## src/rtl/pcl_pkg.sv

```systemverilog
// ----------------------------------------------------------------------------
// pcl_pkg: shared types and constants for the palette colour-cycling lookup
// Word layouts, range configuration record, register indexes and opcodes.
// ----------------------------------------------------------------------------
`default_nettype none

package pcl_pkg;

   localparam int NumRangesDefault = 4;
   localparam int IdxW             = 8;
   localparam int ColorW           = 32;
   localparam int ShiftW           = 16;
   localparam int LenW             = IdxW + 1;
   localparam int CsrIndexW        = 3;
   localparam int CsrDataW         = 32;
   localparam int RangeCountW      = 3;
   localparam int PaletteDepth     = 1 << IdxW;

   localparam logic [ColorW-1:0] AlphaMask = 32'hFF00_0000;

   typedef enum logic {
      OP_PIXEL = 1'b0,
      OP_LOAD  = 1'b1
   } opcode_type;

   typedef enum logic [CsrIndexW-1:0] {
      CSR_CYCLE_SHIFT       = 3'd0,
      CSR_ALPHA_FILL_ENABLE = 3'd1,
      CSR_FILL_ALPHA_COLOR  = 3'd2,
      CSR_RANGE_COUNT       = 3'd3,
      CSR_RANGE_LOW_BOUNDS  = 3'd4,
      CSR_RANGE_HIGH_BOUNDS = 3'd5
   } csr_index_type;

   typedef struct packed {
      opcode_type        opcode;
      logic [IdxW-1:0]   pixel_index;
      logic [ColorW-1:0] entry_color;
      logic              last_in;
   } item_type;

   typedef struct packed {
      logic            enable;
      logic [IdxW-1:0] low;
      logic [IdxW-1:0] high;
      logic [LenW-1:0] length;
      logic [LenW-1:0] shift_mod;
   } range_cfg_type;

endpackage

`default_nettype wire

```

## src/rtl/pcl_cycle_stage.sv

```systemverilog
// ----------------------------------------------------------------------------
// pcl_cycle_stage: one colour-cycling range
// Rotates an index inside its range back by the shift remainder.
// ----------------------------------------------------------------------------
`default_nettype none

module pcl_cycle_stage (
   input  wire logic                   clock,
   input  wire logic                   reset,
   input  wire logic                   adv,
   input  wire logic                   in_valid,
   input  wire pcl_pkg::item_type      in_item,
   input  wire pcl_pkg::range_cfg_type rcfg,
   output logic                        out_valid,
   output pcl_pkg::item_type           out_item
);

   logic                     valid_ff;
   pcl_pkg::item_type        item_ff;
   pcl_pkg::item_type        item_in;
   logic                     hit;
   logic [pcl_pkg::IdxW-1:0] offset;
   logic [pcl_pkg::LenW-1:0] moved;

   always_comb begin
      item_in = in_item;
      hit     = rcfg.enable && (in_item.opcode == pcl_pkg::OP_PIXEL)
              && (in_item.pixel_index >= rcfg.low)
              && (in_item.pixel_index <= rcfg.high);
      offset  = in_item.pixel_index - rcfg.low;
      if ({1'b0, offset} >= rcfg.shift_mod) begin
         moved = {1'b0, offset} - rcfg.shift_mod;
      end else begin
         moved = {1'b0, offset} + rcfg.length - rcfg.shift_mod;
      end
      if (hit) begin
         item_in.pixel_index = rcfg.low + moved[pcl_pkg::IdxW-1:0];
      end
   end

   always_ff @(posedge clock) begin
      if (reset) begin
         valid_ff <= 1'b0;
      end else if (adv) begin
         valid_ff <= in_valid;
      end
   end

   always_ff @(posedge clock) begin
      if (adv) begin
         item_ff <= item_in;
      end
   end

   assign out_valid = valid_ff;
   assign out_item  = item_ff;

endmodule

`default_nettype wire

```

## config.mk

```make
export PLATFORM = sky130hd
export DESIGN_NAME = pcl_cycle_stage
export DESIGN_NICKNAME = d
export VERILOG_FILES = /design/src/rtl/pcl_pkg.sv /design/src/rtl/pcl_cycle_stage.sv
export SDC_FILE = /design/constraint.sdc
export NUM_CORES = 1
export LEC_CHECK = 0
export BUFFER_PORTS_ARGS = -buffer_cell sky130_fd_sc_hd__buf_2
export CORE_UTILIZATION = 43
export CTS_CLUSTER_SIZE = 16
export DETAILED_ROUTE_END_ITERATION = 12
export PLACE_DENSITY = 0.74
export SYNTH_ARGS = -nofsm -noshare
export SYNTH_HDL_FRONTEND = slang
export SYNTH_SLANG_ARGS = --single-unit
```

## constraint.sdc

```tcl
create_clock -name clock -period 5.1 [get_ports clock]
set_input_delay 1.02 -clock clock [delete_from_list [all_inputs] [get_ports clock]]
set_output_delay 1.02 -clock clock [all_outputs]
set_load 0.05 [all_outputs]
```

==> impl_metrics.py <==
metrics = {
    "synthesis": {
        "yosysWarnings": 0,
        "ys_seq_elements": 43,
        "syn_area_mm2": 0.00309,
        "synth_cells": 274,
        "synth_fp_nets": 405,
        "ys_types": 41,
        "synth-seq-area-share": 0.415,
        "syn_avg_cell_area_um2": 11.3,
    },
    "setup_path": {
        "rrSetupSlack_ns": 4.52,
        "path_cells": "buf_6 -> inv_4 -> ha_4 -> inv_4 -> fa_2 -> a21oi_4 -> nor2_4 -> o21a_1 -> nor2_4 -> fa_1 -> ha_4 -> nand3_2 -> o211ai_1 -> nor2_1 -> xor2_1 -> a21oi_2 -> ha_1 -> or3_1 -> o211ai_2 -> xnor2_1 -> nand2b_4 -> o311ai_4",
        "slowest_stage": "fa_1",
        "cp.arrival_ns": 5.17,
        "crit_type": "in -> reg",
        "crit_family": "adder cells",
        "cp.required_ns": 5.21,
        "cp_max_fo": 4,
        "start_kind": "input port",
        "max_stage_delay_ns": 0.46,
        "crit_buf_inv": 3,
        "end_kind": "flip-flop",
    },
    "clock_network": {
        "numCtsBuffers": 5,
        "htree_levels": 2,
        "path_clk_slew_ns": 0.07,
        "clk_path_buf_depth": 2,
        "clock_latency_ns": 0.28,
        "cts-root-buf": "clkbuf_8",
        "tritoncts": "yes",
        "cts.sinks": 43,
        "cts_hold_buf": 0,
    },
    "detailed_routing": {
        "vias": 2696,
        "drt-total-wl_mm": 7.37,
        "via_per_inst": 4.89,
        "ant_nets": 0,
        "drt_iter0_drc": 67,
        "drc": 0,
        "firstDrtPassIters": 4,
        "wl_per_cell_um": 13.4,
    },
    "sta": {
        "final.setup.worst_slack_ns": 0.0381,
        "finClkSkew_ns": 0,
        "finalHoldViolCount": 0,
        "slew_headroom": 0.413,
        "final.min_clock_period_ns": 5.06,
        "worst_pin_slew_ns": 0.881,
        "fin_crit_sh": 0.993,
        "max_freq_mhz": 198,
        "slew_viol_final": 0,
        "setup_viol": 0,
    },
    "die": {
        "die_y_um": 86.7,
        "core_area_mm2": 0.00687,
        "dieArea_mm2": 0.00752,
        "initial_utilization": 0.450,
        "num_rows": 30,
        "ios": 124,
        "die_w_um": 86.7,
    },
    "cells_and_area": {
        "fillers": 550,
        "layout-drive-gt1-share": 0.488,
        "fin_nets": 585,
        "syn_to_final_growth_pct": 46.5,
        "layout.cells.non_filler": 551,
        "diodes": 0,
    },
    "place": {
        "placed_cells": 536,
        "place_hpwl_mm": 6.23,
        "place_congestion": 0.781,
        "io_buffer_count": 122,
        "dp_slack_ns": -0.357,
    },
    "global_routing": {
        "grt_pass1_vias": 2652,
        "antenna_found_initial": 0,
        "grt_pass1_wl_mm": 11.1,
        "grt_max_degree": 44,
        "track_usage": 0.191,
        "grt_remaining_overflow": 0,
    },
    "status": {
        "status": "finished clean",
    },
    "power_and_ir_drop": {
        "ir_drop_v": 0.000171,
        "p_per_area_mw_per_mm2": 397,
        "p_leak_nw": 2.21,
    },
    "min_path": {
        "hp-class": "reg -> reg",
    },
    "flow_run": {
        "maxCapViolations": 0,
    },
}
## layer usage
layer	routed length (um)	vias to the layer above	GRT usage	part of all wire
met5	6	-	0	0.00081
met3	468	11	0.0314	0.064
met4	136	2	0.0591	0.018
met2	4030	94	0.398	0.55
met1	2720	1246	0.189	0.37
li1	-	1343	-	-
## power by group
group	leakage [nW]	internal (mW)	switching, mW
Sequential	0.419	0.423	0.00691
Combinational	1.73	0.525	0.542
Clock	0.0654	0.195	0.102
## per-stage QoR
step	cell area [um^2]	hold WS (ns)	TNS, ns	total power [mW]	util
4_1_cts	4300	0.501	0	1.72	0.626
3_5_place_dp	4150	0.484	-0.794	1.41	0.605
5_1_grt	4520	0.523	-0.103	1.91	0.658
3_3_place_gp	4150	0.468	-0.456	1.37	0.605
6_report	4520	0.503	0	1.79	0.658
2_1_floorplan	3100	0.733	0	1.07	-
## cell usage after synthesis, drive strengths merged
library cell	count	area [um^2]
nand2b	4	25.0
mux2i	2	20.0
xor2	8	70.1
o211ai	5	47.5
o211a	2	20.0
a21o	9	67.6
o31a	1	8.76
nor2	16	62.6
nand4	3	18.8
o311ai	1	8.76
ha	40	500
edfxtp	42	1260
a211oi	1	12.5
nor3b	1	7.51
buf	2	18.8
o22ai	1	6.26
and4b	1	10.0
o21a	3	22.5
nor3	6	30.0
a21oi	18	90.1
o21bai	3	22.5
o21ai	15	75.1
inv	35	131
nor2b	3	26.3
or3	1	6.26
mux2	4	60.1
fa	10	200
nand3	5	25.0
xnor2	13	114
o41ai	2	25.0
dfxtp	1	20.0
and3	1	6.26
o31ai	1	7.51
a31oi	3	18.8
nand2	11	41.3
## sequential cells by signal (all words and copies together), names as in the netlist
name and count:
out_item 42, out_valid 1
## worst min-delay path, delay by kind of cell, from the launching register on
family / cells / cell delay, ns
mux: 1 / 0.06
flops: 1 / 0.33
simple gates: 1 / 0.08
## cells by family after synthesis
kind of cell / after synthesis / synth area share
buffers and inverters: 37 / 0.0486
AO/OA/AOI/OAI: 65 / 0.140
flip-flops: 43 / 0.415
XOR/XNOR: 21 / 0.0596
multiplexers: 6 / 0.0259
AND/OR/NAND/NOR: 52 / 0.0839
adder cells (fa/ha/maj): 50 / 0.227
## timing repair
item / 4_1_cts / 5_1_grt
gates resized for setup: 3 / 42
pin swaps: 0 / 24
buffers inserted: 0 / 7
endpoints found under the setup margin: 1 / 4
## area by class of cell
| cell class | instances | area (um^2) | area share |
|---|---|---|---|
| clock buffers | 6 | 72.6 | 0.0160 |
| clock inverters | 2 | 60.1 | 0.0133 |
| inverters | 35 | 136 | 0.0302 |
| multi-input cells | 194 | 1830 | 0.405 |
| flip-flops and latches | 43 | 1280 | 0.283 |
| well taps | 96 | 120 | 0.0266 |
| repair buffers | 175 | 1020 | 0.226 |
## placed cells by master, fill, tap and decap left out, types with 3 or more instances in the layout
| master | n |
|---|---|
| buf_2 | 121 |
| buf_4 | 51 |
| edfxtp_1 | 42 |
| ha_1 | 36 |
| inv_1 | 33 |
| xnor2_1 | 13 |
| nor2_1 | 12 |
| a21oi_1 | 12 |
| nand2_1 | 11 |
| a21o_1 | 9 |
| o21ai_0 | 7 |
| fa_1 | 7 |
| xor2_1 | 6 |
| a21oi_2 | 5 |
| nor3_1 | 5 |
| o21ai_2 | 5 |
| clkbuf_8 | 5 |
| nand3_1 | 4 |
| mux2_4 | 4 |
| a31oi_1 | 3 |
| nor2_4 | 3 |
| o21a_1 | 3 |
| o211ai_1 | 3 |
| nand2b_1 | 3 |
| o21bai_1 | 3 |
| o21ai_1 | 3 |
| nand4_1 | 3 |
| fa_2 | 3 |
| buf_6 | 3 |
## final timing paths
path               start           end  depth (start not counted)
min            out_valid     out_valid                          2
max          in_item[33]  out_item[40]                         22
max reg2reg    out_valid     out_valid                          2
min reg2reg    out_valid     out_valid                          2
Note: power is estimated with default switching activity, not from simulation.
