File: config.mk
export PLATFORM = sky130hd
export DESIGN_NAME = pcl_csr
export DESIGN_NICKNAME = d
export VERILOG_FILES = /design/src/rtl/pcl_pkg.sv /design/src/rtl/pcl_shift_mod.sv /design/src/rtl/pcl_csr.sv
export SDC_FILE = /design/constraint.sdc
export NUM_CORES = 1
export LEC_CHECK = 0
export BUFFER_PORTS_ARGS = -buffer_cell sky130_fd_sc_hd__buf_4
export CAP_MARGIN = 40
export CORE_ASPECT_RATIO = 1.25
export CORE_MARGIN = 2
export CORE_UTILIZATION = 40
export CTS_BUF_LIST = sky130_fd_sc_hd__clkbuf_16
export DETAILED_ROUTE_END_ITERATION = 12
export PLACE_DENSITY = 0.73
export SYNTH_ARGS = -nofsm -noshare
export SYNTH_HDL_FRONTEND = slang
export SYNTH_SLANG_ARGS = --single-unit
File: constraint.sdc
create_clock -name clock -period 5 [get_ports clock]
set_clock_uncertainty 0.05 [all_clocks]
set_input_delay 1.25 -clock clock [delete_from_list [all_inputs] [get_ports clock]]
set_output_delay 1.25 -clock clock [all_outputs]
set_load 0.01 [all_outputs]
File: src/rtl/pcl_pkg.sv
// ----------------------------------------------------------------------------
// pcl_pkg: shared types and constants for the palette colour-cycling lookup
// Word layouts, range configuration record, register indexes and opcodes.
// ----------------------------------------------------------------------------
`default_nettype none

package pcl_pkg;

   localparam int NumRangesDefault = 4;
   localparam int IdxW             = 8;
   localparam int ColorW           = 32;
   localparam int ShiftW           = 16;
   localparam int LenW             = IdxW + 1;
   localparam int CsrIndexW        = 3;
   localparam int CsrDataW         = 32;
   localparam int RangeCountW      = 3;
   localparam int PaletteDepth     = 1 << IdxW;

   localparam logic [ColorW-1:0] AlphaMask = 32'hFF00_0000;

   typedef enum logic {
      OP_PIXEL = 1'b0,
      OP_LOAD  = 1'b1
   } opcode_type;

   typedef enum logic [CsrIndexW-1:0] {
      CSR_CYCLE_SHIFT       = 3'd0,
      CSR_ALPHA_FILL_ENABLE = 3'd1,
      CSR_FILL_ALPHA_COLOR  = 3'd2,
      CSR_RANGE_COUNT       = 3'd3,
      CSR_RANGE_LOW_BOUNDS  = 3'd4,
      CSR_RANGE_HIGH_BOUNDS = 3'd5
   } csr_index_type;

   typedef struct packed {
      opcode_type        opcode;
      logic [IdxW-1:0]   pixel_index;
      logic [ColorW-1:0] entry_color;
      logic              last_in;
   } item_type;

   typedef struct packed {
      logic            enable;
      logic [IdxW-1:0] low;
      logic [IdxW-1:0] high;
      logic [LenW-1:0] length;
      logic [LenW-1:0] shift_mod;
   } range_cfg_type;

endpackage

`default_nettype wire

File: src/rtl/pcl_shift_mod.sv
// ----------------------------------------------------------------------------
// pcl_shift_mod: shift modulo range length
// Restoring remainder, one shift bit per cycle, one lane per range.
// ----------------------------------------------------------------------------
`default_nettype none

module pcl_shift_mod #(
   parameter int NUM_RANGES = pcl_pkg::NumRangesDefault
) (
   input  wire logic                       clock,
   input  wire logic                       reset,
   input  wire logic                       start,
   input  wire logic [pcl_pkg::ShiftW-1:0] shift,
   input  wire logic [pcl_pkg::LenW-1:0]   length [NUM_RANGES],
   output logic                            busy,
   output logic [pcl_pkg::LenW-1:0]        remainder [NUM_RANGES]
);

   localparam int CntW = $clog2(pcl_pkg::ShiftW);

   logic            busy_ff;
   logic [CntW-1:0] bit_cnt_ff;
   logic [pcl_pkg::LenW-1:0] rem_ff [NUM_RANGES];
   logic [pcl_pkg::LenW-1:0] rem_in [NUM_RANGES];

   always_ff @(posedge clock) begin
      if (reset) begin
         busy_ff    <= 1'b0;
         bit_cnt_ff <= '0;
      end else if (start) begin
         busy_ff    <= 1'b1;
         bit_cnt_ff <= CntW'(pcl_pkg::ShiftW - 1);
      end else if (busy_ff) begin
         if (bit_cnt_ff == '0) begin
            busy_ff <= 1'b0;
         end
         bit_cnt_ff <= bit_cnt_ff - 1'b1;
      end
   end

   for (genvar r = 0; r < NUM_RANGES; r++) begin : g_lane
      logic [pcl_pkg::LenW:0] trial;

      always_comb begin
         trial = {rem_ff[r], shift[bit_cnt_ff]};
         if (trial >= {1'b0, length[r]}) begin
            rem_in[r] = pcl_pkg::LenW'(trial - {1'b0, length[r]});
         end else begin
            rem_in[r] = trial[pcl_pkg::LenW-1:0];
         end
      end

      always_ff @(posedge clock) begin
         if (start) begin
            rem_ff[r] <= '0;
         end else if (busy_ff) begin
            rem_ff[r] <= rem_in[r];
         end
      end

      assign remainder[r] = rem_ff[r];
   end

   assign busy = busy_ff;

   a_start_loads : assert property (@(posedge clock) disable iff (reset)
      start |=> busy_ff && bit_cnt_ff == CntW'(pcl_pkg::ShiftW - 1))
      else $error("remainder unit did not start a full pass");

   a_pass_ends : assert property (@(posedge clock) disable iff (reset)
      (busy_ff && bit_cnt_ff == '0 && !start) |=> !busy_ff)
      else $error("remainder unit ran past the last shift bit");

endmodule

`default_nettype wire

File: src/rtl/pcl_csr.sv
// ----------------------------------------------------------------------------
// pcl_csr: configuration registers
// Register file plus per-range bounds, length and shift remainder.
// ----------------------------------------------------------------------------
`default_nettype none

module pcl_csr #(
   parameter int NUM_RANGES = pcl_pkg::NumRangesDefault
) (
   input  wire logic                          clock,
   input  wire logic                          reset,
   input  wire logic                          csr_we,
   input  wire logic [pcl_pkg::CsrIndexW-1:0] csr_index,
   input  wire logic [pcl_pkg::CsrDataW-1:0]  csr_wdata,
   output logic                               busy,
   output logic                               fill_enable,
   output logic [pcl_pkg::ColorW-1:0]         fill_color,
   output pcl_pkg::range_cfg_type             range_cfg [NUM_RANGES]
);

   logic [pcl_pkg::ShiftW-1:0]      cycle_shift_ff;
   logic                            fill_enable_ff;
   logic [pcl_pkg::ColorW-1:0]      fill_color_ff;
   logic [pcl_pkg::RangeCountW-1:0] range_count_ff;
   logic [pcl_pkg::CsrDataW-1:0]    low_bounds_ff;
   logic [pcl_pkg::CsrDataW-1:0]    high_bounds_ff;
   logic                            start_ff;
   logic                            div_busy;
   logic [pcl_pkg::LenW-1:0]        length [NUM_RANGES];
   logic [pcl_pkg::LenW-1:0]        shift_mod [NUM_RANGES];

   always_ff @(posedge clock) begin
      if (reset) begin
         cycle_shift_ff <= '0;
         fill_enable_ff <= 1'b0;
         fill_color_ff  <= '0;
         range_count_ff <= '0;
         low_bounds_ff  <= '0;
         high_bounds_ff <= '0;
         start_ff       <= 1'b0;
      end else begin
         start_ff <= csr_we;
         if (csr_we) begin
            unique case (pcl_pkg::csr_index_type'(csr_index))
               pcl_pkg::CSR_CYCLE_SHIFT: begin
                  cycle_shift_ff <= csr_wdata[pcl_pkg::ShiftW-1:0];
               end
               pcl_pkg::CSR_ALPHA_FILL_ENABLE: begin
                  fill_enable_ff <= csr_wdata[0];
               end
               pcl_pkg::CSR_FILL_ALPHA_COLOR: begin
                  fill_color_ff <= csr_wdata[pcl_pkg::ColorW-1:0];
               end
               pcl_pkg::CSR_RANGE_COUNT: begin
                  range_count_ff <= csr_wdata[pcl_pkg::RangeCountW-1:0];
               end
               pcl_pkg::CSR_RANGE_LOW_BOUNDS: begin
                  low_bounds_ff <= csr_wdata;
               end
               pcl_pkg::CSR_RANGE_HIGH_BOUNDS: begin
                  high_bounds_ff <= csr_wdata;
               end
               default: begin
               end
            endcase
         end
      end
   end

   for (genvar r = 0; r < NUM_RANGES; r++) begin : g_range
      logic [pcl_pkg::IdxW-1:0] lo;
      logic [pcl_pkg::IdxW-1:0] hi;

      assign lo        = low_bounds_ff[r*pcl_pkg::IdxW +: pcl_pkg::IdxW];
      assign hi        = high_bounds_ff[r*pcl_pkg::IdxW +: pcl_pkg::IdxW];
      assign length[r] = {1'b0, hi} - {1'b0, lo} + pcl_pkg::LenW'(1);

      assign range_cfg[r].enable    = (cycle_shift_ff != '0)
                                    && (pcl_pkg::RangeCountW'(r) < range_count_ff)
                                    && (hi >= lo);
      assign range_cfg[r].low       = lo;
      assign range_cfg[r].high      = hi;
      assign range_cfg[r].length    = length[r];
      assign range_cfg[r].shift_mod = shift_mod[r];
   end

   pcl_shift_mod #(
      .NUM_RANGES (NUM_RANGES)
   ) u_shift_mod (
      .clock     (clock),
      .reset     (reset),
      .start     (start_ff),
      .shift     (cycle_shift_ff),
      .length    (length),
      .busy      (div_busy),
      .remainder (shift_mod)
   );

   assign busy        = start_ff | div_busy;
   assign fill_enable = fill_enable_ff;
   assign fill_color  = fill_color_ff;

endmodule

`default_nettype wire

==> flow_summary.ini <==
[clock_tree]
cts_max_path_buffers = 2
cts_num_sinks = 158
post-cts-setup-buffer-count = 0
cts_made_buffers = 17
h_tree_levels = 4
cts_resized = 0
hold_buffers = 0
insertion_delay_of_the_later_clocked_pin_in_the_worst_skew_pair_ns = 0.45
cts.clk_slew.worst_paths_ns = 0.07
root_buf_cell = clkbuf_16
cts_tree = yes

[logic_synthesis]
synth.ff_latch_count = 158
synthesis.area_sq_um = 10120
synthesized_net_count = 1389
synthArstFlopShare = 0
synth_seq_area_share = 0.3481
synth-warning-count = 0
ys_dominant_reg_cell = dfxtp_1
synth_enable_flop_cells = 36
post_synth_inst_count = 1230
synth.distinct_cells = 67
synth_area_per_cell_sq_um = 8.228

[worst_setup_path]
worst_r2r_startpoint = u_shift_mod.bit_cnt_ff[0]
worstSetupEndpointType = primary output
worstSetupStartpoint = high_bounds_ff[25]
critical_path_peak_fanout = 4
cell_repeated_most_along_the_worst_path = inv_1
crit_chain = inv_1, ha_1, inv_1, ha_1, inv_1, fa_1, o21bai_1, a21oi_1, o21ai_0, a21oi_1, xnor2_1, inv_1, buf_4
critical_path.max_stage_delay_ns = 0.39
worst_ep_required_time_ns = 3.70
path_class = flop to primary output
critPathArrivalTime_ns = 3.03
critical_path.slowest_cell = fa_1
worst_setup_path_start_kind = flop

[timing]
final_max_slew_viol_count = 0
hold_slack_ns = 0.4060
tightestPinTransition_ns = 0.7941
worst_slew_margin_rel = 0.4706
hold_viol_final = 0
timing.fmax_mhz = 231.0
period_needed_ns = 4.330
rsz0062_at_grt = no
setup_viol_count_final = 0
fin_crit_sh = 0.8659
tns_ns = 0
post-route-worst-setup-slack_ns = 0.6704

[worst_hold_path]
worstHoldPathType = flop to flop
hold_path.startpoint = fill_color[31]

[global_route]
use_met2 = 0.4000
gr-max-usage-layer = met2
initial_antenna_violation_count = 0
fraction_of_met3_tracks_used_by_global_routing = 0.03794
grt_remaining_overflow = 0
grt_first_pass_wirelength_microns = 47820
grtUsageMet1 = 0.2679
grt_start_max_net_pins = 88
vias_in_the_first_global_route = 9107
gr-usage-all-layers = 0.2261

[floorplanning]
num_io_pins = 212
die_h_microns = 181.8
core-area_sq_um = 25050
placementRows = 65
die_area_sq_um = 26600
floorplan.initialDensity = 0.4040
die_width_microns = 146.3

[finish]
final_net_count = 1580
synthToLayoutAreaGrowth_pct = 24.68
drive_above_1_share = 0.1953
n_antenna_cell = 0
final_core_utilization = 0.5037
n_fill_cell = 2419

[power]
power_mw = 3.930
vdd_ir_drop_max_uv = 264.5
leakagePower_nw = 5.202
power-per-cell-area_nw_per_um2 = 311.5

[place]
port_buffers = 211
gpl.final_weighted_congestion = 0.9357
place.detailed.hpwl_microns = 22870
preCtsSetupSlack_ns = 0.7264

[drt]
wl_per_cell_microns = 17.10
detail_route.vias_per_cell = 5.269
detail_route.drc_violations = 0
route.vias.total = 9320
drt-initial-drc-count = 515
antenna_left = 0
drt_wl_total_microns = 30250
drt_first_pass_iters = 5

[run_status]
status = complete, no violations

[job]
max_cap_viol_count = 0
-- sequential cells by signal, indices dropped and copies added, names as in the netlist --
name / flops
low_bounds_ff: 32
fill_enable: 1
start_ff: 1
range_count_ff: 3
high_bounds_ff: 32
u_shift_mod.bit_cnt_ff: 4
fill_color: 32
cycle_shift_ff: 16
u_shift_mod.busy: 1
u_shift_mod.rem_ff: 36
-- cells in the final DEF (no fill, tap or decap), types with 17 or more instances in the layout --
master,count
a21oi_1,149
o31ai_1,17
clkbuf_16,17
buf_4,223
inv_1,123
edfxtp_1,36
dfxtp_1,122
nor2_1,49
nand2_1,258
ha_1,101
fa_1,20
o21ai_0,40
xnor2_1,25
nand3_1,25
-- final cells by class --
class	count	area, sq um	area share
Tap cell	335	419.2	0.03322
Multi-Input combinational cell	897	5942	0.4709
Clock inverter	15	145.1	0.01150
Inverter	123	461.7	0.03659
Timing Repair Buffer	224	1702	0.1349
Clock buffer	17	425.4	0.03371
Sequential cell	158	3523	0.2792
-- report_power, final --
| part | switching (mW) | internal [mW] |
|---|---|---|
| registers | 0.0648 | 1.37 |
| logic | 0.679 | 0.531 |
| clock network | 0.621 | 0.664 |
| total | 1.36 | 2.57 |
-- worst max-delay path, delay by kind of cell (launching register included) --
family	cells	cell delay, ns
buffers and inverters	5	0.45
AO/OA/AOI/OAI	4	0.57
XOR/XNOR	1	0.30
adder cells (fa/ha/maj)	3	0.89
flip-flops	1	0.37
-- synthesized netlist by cell type (all sizes together), types with 14 or more instances --
cell    instances  area, sq um
xor2           14        122.6
a21oi         149        745.7
o31ai          17        127.6
nor2           52        210.2
clkbuf         46        172.7
nand2         258        968.4
o21ai          40        200.2
nand2b         16        100.1
edfxtp         36         1081
fa             20        400.4
ha            101         1264
a211oi         14        110.1
nor3           17        85.08
nand3          25        125.1
xnor2          25        219.0
inv           123        461.7
dfxtp         122         2442
-- per-layer routing --
| layer | up-vias | share of wire |
|---|---|---|
| met4 | 0 | 0.041 |
| met3 | 67 | 0.041 |
| met5 | - | 0 |
| met1 | 4420 | 0.42 |
| li1 | 4599 | - |
| met2 | 234 | 0.50 |
-- metrics by stage --
step / instances / area [sq um]
after floorplan: 1230 / 10120
after global placement: 1736 / 12020
after detailed placement: 1737 / 12050
after CTS: 1769 / 12620
after global routing: 1769 / 12620
final: 1769 / 12620
-- kinds of logic (layout without fill, tap and decap cells) --
kind of cell | Yosys count | after routing | synth area share
XOR/XNOR | 39 | 39 | 0.03375
flip-flops | 158 | 158 | 0.3481
AO/OA/AOI/OAI | 300 | 300 | 0.1833
adder cells (fa/ha/maj) | 123 | 123 | 0.1664
buffers and inverters | 175 | 379 | 0.06651
AND/OR/NAND/NOR | 420 | 420 | 0.1819
multiplexers | 15 | 15 | 0.02003
-- worst paths after layout --
| path | slack (ns) | endpoint | cells past startpoint |
|---|---|---|---|
| max | 0.67 | range_cfg[16] | 13 |
| min | 0.41 | fill_color[31] | 2 |
| max reg2reg | 0.73 | u_shift_mod.rem_ff[0][0] | 16 |
| min reg2reg | 0.41 | fill_color[31] | 2 |
No activity file was read; power rests on OpenSTA's default activity.
